File: src/rtl/cyk_ram.sv
// ----------------------------------------------------------------------------
// cyk_ram
// Generic RAM: one write port, one read port, registered read data.
// ----------------------------------------------------------------------------
module cyk_ram #(
    parameter int W = 8,
    parameter int D = 16
) (
    input  logic                                i_clk,
    input  logic                                i_we,
    input  logic [((D > 1) ? $clog2(D) : 1)-1:0] i_waddr,
    input  logic [W-1:0]                        i_wdata,
    input  logic [((D > 1) ? $clog2(D) : 1)-1:0] i_raddr,
    output logic [W-1:0]                        o_rdata
);

    logic [W-1:0] r_mem [D];

    always_ff @(posedge i_clk) begin
        if (i_we) begin
            r_mem[i_waddr] <= i_wdata;
        end
        o_rdata <= r_mem[i_raddr];
    end

endmodule

File: config.mk
export PLATFORM = sky130hd
export DESIGN_NAME = cyk_ram
export DESIGN_NICKNAME = d
export VERILOG_FILES = /design/src/rtl/cyk_ram.sv
export SDC_FILE = /design/constraint.sdc
export NUM_CORES = 1
export LEC_CHECK = 0
export BUFFER_PORTS_ARGS = -buffer_cell sky130_fd_sc_hd__buf_2
export CAP_MARGIN = 20
export CORE_UTILIZATION = 65
export DETAILED_ROUTE_END_ITERATION = 10
export MAX_ROUTING_LAYER = met4
export PLACE_DENSITY = 0.88
export SKIP_LAST_GASP = 1
export SYNTH_ARGS = -nofsm -noshare
export SYNTH_HDL_FRONTEND = slang
export SYNTH_SLANG_ARGS = --single-unit
export TNS_END_PERCENT = 5
File: constraint.sdc
create_clock -name i_clk -period 3.2 [get_ports i_clk]
set_input_delay 0.32 -clock i_clk [delete_from_list [all_inputs] [get_ports i_clk]]
set_output_delay 0.32 -clock i_clk [all_outputs]
set_load 0.1 [all_outputs]
======== Yosys cells after proc, flatten, opt, wreduce, memory -nomap -nowiden ========
Memory sizes are Yosys's and may differ from the RTL's. A register that Yosys moved wholly into a read port is not among the register bits.
Cells that the tools add are included.
word-level totals
  flip-flop bits (word level) ............. 0
  logic and storage cells ................. 3
  memories ................................ 1
  input bits .............................. 18
  RAM bits ................................ 128
cells by class
  muxes and demuxes ....................... 2
memories
  memory  depth  width  rd ports  clocked after memory_dff  wr ports  RTL line  text
  r_mem   16     8      1         1                         1         17        logic [W-1:0] r_mem [D];
operator list
  operator           number
  1-bit two-way mux  2

======== Logic depth before layout (Yosys ltp) ========
  depth after elaboration ................. 2
  mapped depth ............................ 5
  mapped depth without buffers ............ 3

======== Least setup slack after synthesis ========
No wires, ideal clock.
  path kind ............................... input -> register
  from .................................... input i_waddr[2] (netlist name)
  to ...................................... memory r_mem[0][0] (enable)
  stages .................................. 2
  arrival time ............................ 1.430 ns
  library setup time ...................... 0.383 ns
  path slack .............................. 1.387 ns
  data required time ...................... 2.817 ns
  cells stage by stage .................... or3b_2 -> nor3_1
RTL lines
  element          RTL line  text
  start, declared  11        input logic [((D > 1) ? $clog2(D) : 1)-1:0] i_waddr,
  end, declared    17
Straight into the memory's write port.

======== Final worst setup path ========
  from .................................... register o_rdata[5] (read register of r_mem)
  to ...................................... output o_rdata[5]
RTL lines
  element          RTL line  text
  start, declared  14        output logic [W-1:0] o_rdata
No word-level cell between the ends.

==> impl_metrics.py <==
metrics = {
    "outcome": {
        "outcome": "finished, final reports clean",
    },
    "final_layout": {
        "regArea_mm2": 0.00400,
        "fillers": 407,
        "final_cell_count_no_fill": 384,
        "multi_input_area_mm2": 0.00106,
        "drive_above_1_share_pct": 28.4,
        "n_antenna_cell": 0,
        "area_growth_pct": 16.2,
        "utilization_pct": 77.8,
        "final_nets": 287,
    },
    "placement": {
        "placed_cells": 352,
        "dp_hpwl_um": 5850,
        "io_buffer_count": 25,
        "finalWeightedCongestion": 0.756,
    },
    "synthesis": {
        "synth-seq-cells": 136,
        "syn_area_per_cell_um2": 22.5,
        "synth_nets": 247,
        "yosysWarnings": 0,
        "ys_types": 19,
        "yosysSeqAreaShare_pct": 77.8,
        "syn_inst": 229,
        "syn_area_mm2": 0.00515,
    },
    "timing": {
        "hold_violations": 0,
        "skew_ns": 0.0111,
        "max_freq_ghz": 0.613,
        "maxSlewViolCount": 0,
        "setup_viol": 0,
        "fin_setup_tns_ns": 0,
        "tightest_slew_ns": 0.923,
        "relSlewSlack_pct": 38.2,
        "rsz0062_at_grt": "false",
        "post-route-min-period_ns": 1.63,
        "period_share_pct": 51.0,
    },
    "die": {
        "die-width_um": 91.0,
        "io_pins": 26,
        "start_util_pct": 67.0,
        "core_mm2": 0.00769,
        "die_y_um": 91.0,
        "row_count": 32,
        "die-area_mm2": 0.00828,
    },
    "global_routing": {
        "grtUsageMet2_pct": 41.7,
        "grt_pass1_wl_um": 15200,
        "grt_pass1_vias": 2531,
        "top_usage_layer": "met2",
        "grt_overflow_total": 0,
        "grt_util_all_layers_pct": 28.0,
        "grt_max_degree": 33,
        "antenna_found_initial": 0,
        "use_met3_pct": 8.29,
        "grt_util_met1_pct": 38.4,
    },
    "pwr": {
        "p_leak_nw": 2.03,
        "power.density_mw_per_mm2": 721,
        "vdd_drop_max_v": 0.000620,
        "swShare_pct": 21.0,
        "power_frac_clock_pct": 47.4,
        "seqPwrFrac_pct": 46.5,
        "p_switching_mw": 0.906,
        "comb_power_share_pct": 6.0,
        "p_int_mw": 3.41,
    },
    "worst_setup_path": {
        "worstPathRequired_ns": 2.88,
        "end_kind": "output pin",
        "cp_slowest_cell": "buf_2",
        "startpoint": "o_rdata[5]$_DFF_P_",
        "worst_path_largest_cell_delay_ns": 0.44,
        "path_max_fanout": 1,
        "crit_arrival_ns": 1.31,
        "path_buf_inv": 1,
        "critical_path.cell_chain": "buf_2",
        "cp-start-kind": "flop",
        "regToRegStartpoint": "r_mem[9][4]$_DFFE_PP_",
        "crit_family": "buffers and inverters",
        "critical_path_class": "reg -> out",
    },
    "route": {
        "drc": 0,
        "routed_via_density": 6.52,
        "wire_per_inst_um": 26.5,
        "wirelength_um": 10200,
        "dr_total_vias": 2503,
        "antenna_left": 0,
        "dr.pass1.iters": 5,
        "drt-initial-drc-count": 275,
    },
    "cts": {
        "cts_tree": "yes",
        "ctsHoldBuffers": 0,
        "ctsRootBufferMaster": "clkbuf_8",
        "cts_buffers": 17,
        "ctsHtreeMaxLevel": 4,
        "insertion_delay_ns": 0.52,
        "cts_sinks": 136,
        "cts_setup_buffers": 0,
        "clockBufferDepth": 2,
        "clkTransAtPathRegs_ns": 0.06,
        "postCtsResizedCells": 0,
    },
    "flow_run": {
        "max_cap_viol_count": 0,
    },
    "min_path": {
        "min_from": "i_wdata[6]",
        "hold_path.class": "in -> reg",
    },
}
stage by stage:
step / power [mW] / setup WS (ns) / area, um2 / hold WS, ns
2_1_floorplan: 2.22 / 1.39 / 5150 / 0.419
3_3_place_gp: 2.29 / 1.16 / 5360 / 0.665
3_5_place_dp: 2.30 / 1.11 / 5360 / 0.674
4_1_cts: 4.32 / 1.55 / 5980 / 0.174
5_1_grt: 4.40 / 1.52 / 5980 / 0.173
6_report: 4.31 / 1.57 / 5980 / 0.184
kinds of logic after synthesis:
logic type	synth area share, %
and+or+nand+nor	3.18
DFF	77.8
muxes	15.0
AOI/OAI and AO/OA	2.33
buffers and inverters	1.68
power groups by stage:
stage,sequential (mW),clock [mW],combinational [mW]
6_report,2.01,2.05,0.260
5_1_grt,2.01,2.12,0.272
4_1_cts,2.01,2.05,0.261
3_5_place_dp,2.04,0,0.257
3_3_place_gp,2.04,0,0.251
2_1_floorplan,2.12,0,0.101
cell usage in the layout, fill, tap and decap left out, types with 2 or more instances in the layout:
master / netlist / final
buf_4: 1 / 6
clkbuf_16: 0 / 16
mux4_1: 14 / 14
dfxtp_1: 8 / 8
nor2_1: 13 / 13
mux4_2: 18 / 18
clkbuf_1: 0 / 2
inv_6: 0 / 2
a22oi_1: 16 / 16
clkinv_2: 0 / 5
nand2b_1: 2 / 2
buf_2: 3 / 25
nand2_1: 9 / 9
nand3b_1: 2 / 2
edfxtp_1: 128 / 128
bufinv_16: 0 / 5
nor3_1: 4 / 4
worst paths after layout:
check	endpoint	slack (ns)	cells past startpoint
worst max register to register	o_rdata[4]$_DFF_P_	1.75	3
worst min-delay path	r_mem[15][6]$_DFFE_PP_	0.18	1
worst min register to register	o_rdata[3]$_DFF_P_	0.68	3
worst max-delay path	o_rdata[5]	1.57	1
per-layer routing:
metal | up-vias | routed length, um
li1 | 1051 | -
met1 | 1303 | 4200
met2 | 135 | 5170
met3 | 14 | 671
met4 | 0 | 136
met5 | - | 0
state kept, by name, indices dropped and copies added, names as in the netlist:
signal,cells
r_mem,128
o_rdata,8
synthesized netlist by cell type:
cell type	number	area, um2
edfxtp_1	128	3840
mux4_2	18	405
a22oi_1	16	120
mux4_1	14	368
nor2_1	13	48.8
nand2_1	9	33.8
dfxtp_1	8	160
nor3_1	4	20.0
buf_2	3	15.0
buf_6	3	33.8
clkdlybuf4s25_2	3	30.0
nand2b_1	2	12.5
nand3b_1	2	15.0
and2_1	1	6.26
and2b_1	1	7.51
buf_4	1	7.51
nand3_1	1	5.00
nor2b_1	1	6.26
or3b_2	1	8.76
final cells by class:
type	instances	share of cell area, %
Timing Repair Buffer	31	2.85
Clock inverter	13	3.35
Multi-Input combinational cell	83	17.7
Tap cell	102	2.13
Clock buffer	19	7.05
Sequential cell	136	66.9
Power figures use the tool's default switching activity.
